--- src/cpdp_pkg.sv ---
// Shared types, codes and constants of the current pattern DAC player.
`timescale 1ns / 1ps

package cpdp_pkg;

    // Storage and field widths
    localparam int P_PATTERN_DEPTH = 1024;
    localparam int WORD_W          = 16;
    localparam int CMP_W           = 17;   // holds any length or position up to 65536
    localparam int NUM_W           = 33;   // dividend of the code conversion
    localparam int DEN_W           = 17;   // divisor of the code conversion
    localparam int CFG_IDX_W       = 3;
    localparam int CFG_DATA_W      = 32;

    // Defaults selected by a zero register
    localparam logic [15:0] DEFAULT_STEP_UA = 16'd20;
    localparam logic [15:0] DEFAULT_FS_UA   = 16'd1250;

    // Action codes of an input item
    localparam logic [2:0] ACT_TICK  = 3'd0;
    localparam logic [2:0] ACT_LOAD  = 3'd1;
    localparam logic [2:0] ACT_START = 3'd2;
    localparam logic [2:0] ACT_STOP  = 3'd3;
    localparam logic [2:0] ACT_FAULT = 3'd4;

    // Configuration register indexes
    localparam logic [CFG_IDX_W-1:0] REG_STEP   = 3'd0;
    localparam logic [CFG_IDX_W-1:0] REG_FS     = 3'd1;
    localparam logic [CFG_IDX_W-1:0] REG_IDLE   = 3'd2;
    localparam logic [CFG_IDX_W-1:0] REG_LENGTH = 3'd3;
    localparam logic [CFG_IDX_W-1:0] REG_REPEAT = 3'd4;

    // Finish reasons
    localparam logic [1:0] RSN_COMPLETED = 2'd0;
    localparam logic [1:0] RSN_STOPPED   = 2'd1;
    localparam logic [1:0] RSN_ERROR     = 2'd2;

    typedef struct packed {
        logic [2:0]         action;
        logic [9:0]         load_index;
        logic signed [15:0] load_value;
    } t_in;

    typedef struct packed {
        logic [15:0] dac_code;
        logic        drive;
        logic        status;
        logic        active;
        logic        done_res;
        logic [1:0]  fin_reason;
        logic        last;
    } t_out;

    // Controller to datapath
    typedef struct packed {
        logic       mem_write;    // store the load word of the accepted item
        logic       tick_step;    // read the current word and advance playback
        logic       start;        // start playback if length and repeats allow
        logic       halt;         // end playback with halt_reason
        logic [1:0] halt_reason;
        logic       src_idle;     // convert the idle level instead of the word
        logic       mul_load;
        logic       clamp_load;
        logic       div_start;
        logic       out_load;
        logic       out_code;     // result carries a converted code
        logic       out_status;
        logic       out_done;
        logic       out_last;
    } t_dp_cmd;

    // Datapath to controller
    typedef struct packed {
        logic playing;
        logic len_zero;
        logic start_bad;
        logic tick_fin;    // the tick now pending ends the last pass
        logic div_busy;
        logic out_free;
    } t_dp_sts;

endpackage

--- src/cpdp_ctrl.sv ---
// Controller: decodes each item and sequences conversion and result delivery.
`timescale 1ns / 1ps

module cpdp_ctrl (
    input  logic                 i_clk,
    input  logic                 i_rst_n,
    input  logic                 i_in_valid,
    output logic                 o_in_stall,
    input  logic [2:0]           i_action,
    input  cpdp_pkg::t_dp_sts    i_sts,
    output cpdp_pkg::t_dp_cmd    o_cmd
);

    typedef enum logic [5:0] {
        S_IDLE   = 6'b000001,
        S_MUL    = 6'b000010,
        S_CLAMP  = 6'b000100,
        S_DIVGO  = 6'b001000,
        S_DIVIDE = 6'b010000,
        S_EMIT   = 6'b100000
    } t_state;

    t_state r_state, n_state;
    logic   r_src_idle, n_src_idle;
    logic   r_code, n_code;
    logic   r_status, n_status;
    logic   r_done, n_done;
    logic   r_last, n_last;
    logic   r_second, n_second;
    logic   w_accept;

    assign w_accept   = i_in_valid && (r_state == S_IDLE);
    assign o_in_stall = (r_state != S_IDLE);

    // Next state and commands
    always_comb begin
        n_state    = r_state;
        n_src_idle = r_src_idle;
        n_code     = r_code;
        n_status   = r_status;
        n_done     = r_done;
        n_last     = r_last;
        n_second   = r_second;
        o_cmd             = '0;
        o_cmd.halt_reason = cpdp_pkg::RSN_STOPPED;
        o_cmd.src_idle    = r_src_idle;
        o_cmd.out_code    = r_code;
        o_cmd.out_status  = r_status;
        o_cmd.out_done    = r_done;
        o_cmd.out_last    = r_last;

        unique case (r_state)
            S_IDLE: begin
                if (w_accept) begin
                    unique case (i_action)
                        cpdp_pkg::ACT_TICK: begin
                            if (i_sts.playing && !i_sts.len_zero) begin
                                o_cmd.tick_step = 1'b1;
                                n_state    = S_MUL;
                                n_src_idle = 1'b0;
                                n_code     = 1'b1;
                                n_status   = 1'b0;
                                n_done     = 1'b0;
                                n_last     = !i_sts.tick_fin;
                                n_second   = i_sts.tick_fin;
                            end
                        end
                        cpdp_pkg::ACT_LOAD: begin
                            o_cmd.mem_write = 1'b1;
                        end
                        cpdp_pkg::ACT_START: begin
                            o_cmd.start = 1'b1;
                            n_state  = S_EMIT;
                            n_code   = 1'b0;
                            n_status = i_sts.start_bad;
                            n_done   = 1'b0;
                            n_last   = 1'b1;
                            n_second = 1'b0;
                        end
                        cpdp_pkg::ACT_STOP: begin
                            o_cmd.halt        = 1'b1;
                            o_cmd.halt_reason = cpdp_pkg::RSN_STOPPED;
                            n_state    = S_MUL;
                            n_src_idle = 1'b1;
                            n_code     = 1'b1;
                            n_status   = 1'b0;
                            n_done     = 1'b0;
                            n_last     = 1'b1;
                            n_second   = 1'b0;
                        end
                        cpdp_pkg::ACT_FAULT: begin
                            o_cmd.halt        = 1'b1;
                            o_cmd.halt_reason = cpdp_pkg::RSN_ERROR;
                            n_state    = S_MUL;
                            n_src_idle = 1'b1;
                            n_code     = 1'b1;
                            n_status   = 1'b0;
                            n_done     = 1'b1;
                            n_last     = 1'b1;
                            n_second   = 1'b0;
                        end
                        default: ;
                    endcase
                end
            end
            S_MUL: begin
                o_cmd.mul_load = 1'b1;
                n_state = S_CLAMP;
            end
            S_CLAMP: begin
                o_cmd.clamp_load = 1'b1;
                n_state = S_DIVGO;
            end
            S_DIVGO: begin
                o_cmd.div_start = 1'b1;
                n_state = S_DIVIDE;
            end
            S_DIVIDE: begin
                if (!i_sts.div_busy) begin
                    n_state = S_EMIT;
                end
            end
            S_EMIT: begin
                if (i_sts.out_free) begin
                    o_cmd.out_load = 1'b1;
                    // After the final word, convert the idle level for the done result
                    if (r_second) begin
                        n_state    = S_MUL;
                        n_src_idle = 1'b1;
                        n_code     = 1'b1;
                        n_status   = 1'b0;
                        n_done     = 1'b1;
                        n_last     = 1'b1;
                        n_second   = 1'b0;
                    end else begin
                        n_state = S_IDLE;
                    end
                end
            end
            default: n_state = S_IDLE;
        endcase
    end

    always_ff @(posedge i_clk) begin
        if (!i_rst_n) begin
            r_state  <= S_IDLE;
            r_second <= 1'b0;
        end else begin
            r_state  <= n_state;
            r_second <= n_second;
        end
    end

    always_ff @(posedge i_clk) begin
        r_src_idle <= n_src_idle;
        r_code     <= n_code;
        r_status   <= n_status;
        r_done     <= n_done;
        r_last     <= n_last;
    end

endmodule

--- config.mk ---
export PLATFORM = sky130hd
export DESIGN_NAME = cpdp_ctrl
export DESIGN_NICKNAME = d
export VERILOG_FILES = /design/src/cpdp_pkg.sv /design/src/cpdp_ctrl.sv
export SDC_FILE = /design/constraint.sdc
export NUM_CORES = 1
export LEC_CHECK = 0
export BUFFER_PORTS_ARGS = -buffer_cell sky130_fd_sc_hd__buf_2
export CORE_MARGIN = 2
export CORE_UTILIZATION = 40
export DETAILED_ROUTE_END_ITERATION = 6
export GPL_ROUTABILITY_DRIVEN = 0
export MAX_ROUTING_LAYER = met4
export PLACE_DENSITY = 0.67
export SYNTH_ARGS = -nofsm -noshare
export SYNTH_HDL_FRONTEND = slang
export SYNTH_SLANG_ARGS = --single-unit
--- constraint.sdc ---
create_clock -name i_clk -period 2.4 [get_ports i_clk]
set_input_delay 0.36 -clock i_clk [delete_from_list [all_inputs] [get_ports i_clk]]
set_output_delay 0.36 -clock i_clk [all_outputs]
set_load 0.03 [all_outputs]
==> impl_metrics.ini <==
[status]
outcome = finished clean

[route]
drc = 0
routed_wl_um = 1620
ant_nets = 0
drt_pre_antenna_iters = 4
num_vias = 730
wire_per_inst_um = 11.7
drt_iter0_drc = 15
vias_per_cell = 5.29

[layout]
final_cell_area_um2 = 937
mostFrequentLayoutCell = buf_2
num_antenna_cells = 0
area_growth_pct = 20.4
layout.nets = 126
drive_gt1_frac = 0.327
num-fill-cells = 175
utilization = 0.526
final_cell_mix = buf_2 (27), nand2_1 (9), nor2_1 (8)

[floorplan]
io_pins = 28
die_y_um = 48.1
num_rows = 15
die-width_um = 48.1
start_util = 0.436
design.core.area_um2 = 1780
die-area_um2 = 2310

[timing]
finalHoldViolCount = 0
min_period_over_period = 0.934
fin_worst_skew_ns = 0.00734
tightestPinTransition_ns = 0.464
fmaxAchievable_ghz = 0.446
fin_setup_tns_ns = 0
finalCriticalPeriod_ns = 2.24
setup_violations = 0
rsz0062_at_grt = false
relSlewSlack = 0.687
maxSlewViolCount = 0
fin_hold_ws_ns = 0.384

[pwr]
powerDensity_nw_per_um2 = 943
swShare = 0.422
power_frac_clock = 0.180
p_comb_frac = 0.483
intPower_uw = 511
finalPower_uw = 883
seqPwrFrac = 0.337
power.switching_uw = 373
ir_drop_v = 0.000427
power.leakage_uw = 0.000417

[critical_path]
path_class = register to primary output
worstSetupStartpointType = register
crit_required_ns = 2.04
end_kind = primary output
critPathMaxFanout = 7
cp.arrival_ns = 1.88
r2r_cells = 5

[global_routing]
grt_overflow_total = 0
grt_use_total = 0.178
first_global_vias = 620
antenna_found_initial = 0
grt_max_degree = 9
grt_pass1_wl_um = 2700

[hold_path]
hold_depth = 3
hold_path.class = input port to register

[synthesis]
synthAdderAreaFrac = 0
synth-xor-area-share = 0.0113
synth_compound_area_frac = 0.156
yosys.area_share.simple = 0.350
syn_area_um2 = 778
synth-seq-cells = 12
synth-edff-count = 5
synth_cells = 89
synth_ff_type = dfxtp_1
synth_cell_types = 38
synthArstFlopShare = 0
synth_mux_area_frac = 0.0129
synth_top_family_by_area = simple AND/OR/NAND/NOR gates
syn_nets = 101
yosys_warnings = 0
seq_area_frac_synth = 0.373
synth_area_per_cell_um2 = 8.74

[job]
cap_violations = 0

[placed_design]
io_buffer_count = 27
hpwl_um = 1280
place_area_um2 = 885

[clock_tree]
cts_tree = done
clk_pin_slew_worst_paths_ns = 0.08
clk_latency_ns = 0.27
cts_buffer_depth = 2
cts-htree-levels = 1
post_cts_buffers = 0
cts.sink_count = 12
clk_root_buffer_cell = clkbuf_4
ctsHoldBuffers = 0
cts_buffers = 3
cts.repair.resized = 0
==> registers in the layout, indices dropped and copies added (netlist names) <==
signal / count
r_second: 1
r_state: 6
r_done: 1
r_last: 1
r_src_idle: 1
r_code: 1
r_status: 1
==> cells by family (layout without fill, tap and decap cells) <==
| group | after synthesis | after routing |
|---|---|---|
| xor+xnor | 1 | 1 |
| buf+inv | 11 | 35 |
| simple gates | 46 | 46 |
| compound gates | 18 | 18 |
| flops | 12 | 12 |
| mux | 1 | 1 |
==> layout make-up <==
type | instances | area (µm²) | area share
multi-input combinational | 66 | 429 | 0.458
sequential | 12 | 290 | 0.310
timing repair buffer | 27 | 135 | 0.144
clock buffer | 4 | 36.3 | 0.0387
tap | 25 | 31.3 | 0.0334
inverter | 4 | 15.0 | 0.0160
==> critical path: stages, from the launching register on <==
cell and delay [ns]:
dfxtp_1 0.38, or4_4 0.60, nor3b_2 0.22, and2_1 0.20, buf_2 0.21
==> Yosys cell counts, types with 2 or more instances <==
| master | n | area, µm² |
|---|---|---|
| nand2_1 | 9 | 33.8 |
| nor2_1 | 8 | 30.0 |
| dfxtp_1 | 7 | 140 |
| buf_4 | 5 | 37.5 |
| edfxtp_1 | 5 | 150 |
| a21oi_1 | 4 | 20.0 |
| inv_1 | 4 | 15.0 |
| nand2b_1 | 4 | 25.0 |
| o21ai_0 | 4 | 20.0 |
| nand3b_1 | 3 | 22.5 |
| nor4_1 | 3 | 18.8 |
| a21boi_0 | 2 | 15.0 |
| and2_1 | 2 | 12.5 |
| buf_6 | 2 | 22.5 |
| nor3_1 | 2 | 10.0 |
| nor3b_1 | 2 | 15.0 |
| nor4b_1 | 2 | 17.5 |
==> final timing paths <==
path                            slack, ns       start          to
worst min-delay path                 0.38     i_rst_n  r_state[5]
worst max register to register       0.35  r_state[3]  r_state[3]
worst min register to register       0.50    r_second    r_second
worst max-delay path                 0.16  r_state[3]    o_cmd[4]
==> per-stage QoR <==
step / worst slack [ns] / cells
4_1_cts: 0.0498 / 138
2_1_floorplan: 0.0145 / 89
5_1_grt: 0.0277 / 138
3_5_place_dp: 0.356 / 134
3_3_place_gp: 0.365 / 134
6_report: 0.160 / 138
==> routing by layer <==
metal / track usage / vias up / part of all wire
met5: - / - / 0
met4: 0.0865 / 0 / 0.018
met3: 0.0556 / 4 / 0.043
met2: 0.277 / 19 / 0.49
met1: 0.206 / 338 / 0.44
li1: - / 369 / -
==> power groups by stage <==
stage                     Combinational [µW]  Clock, µW  Sequential, µW
after global placement                   412          0             299
after global routing                     466        178             306
after CTS                                411        165             295
after floorplan                          337          0             290
after detailed placement                 412          0             299
final                                    427        159             298
Note: power is estimated with default switching activity, not from simulation.
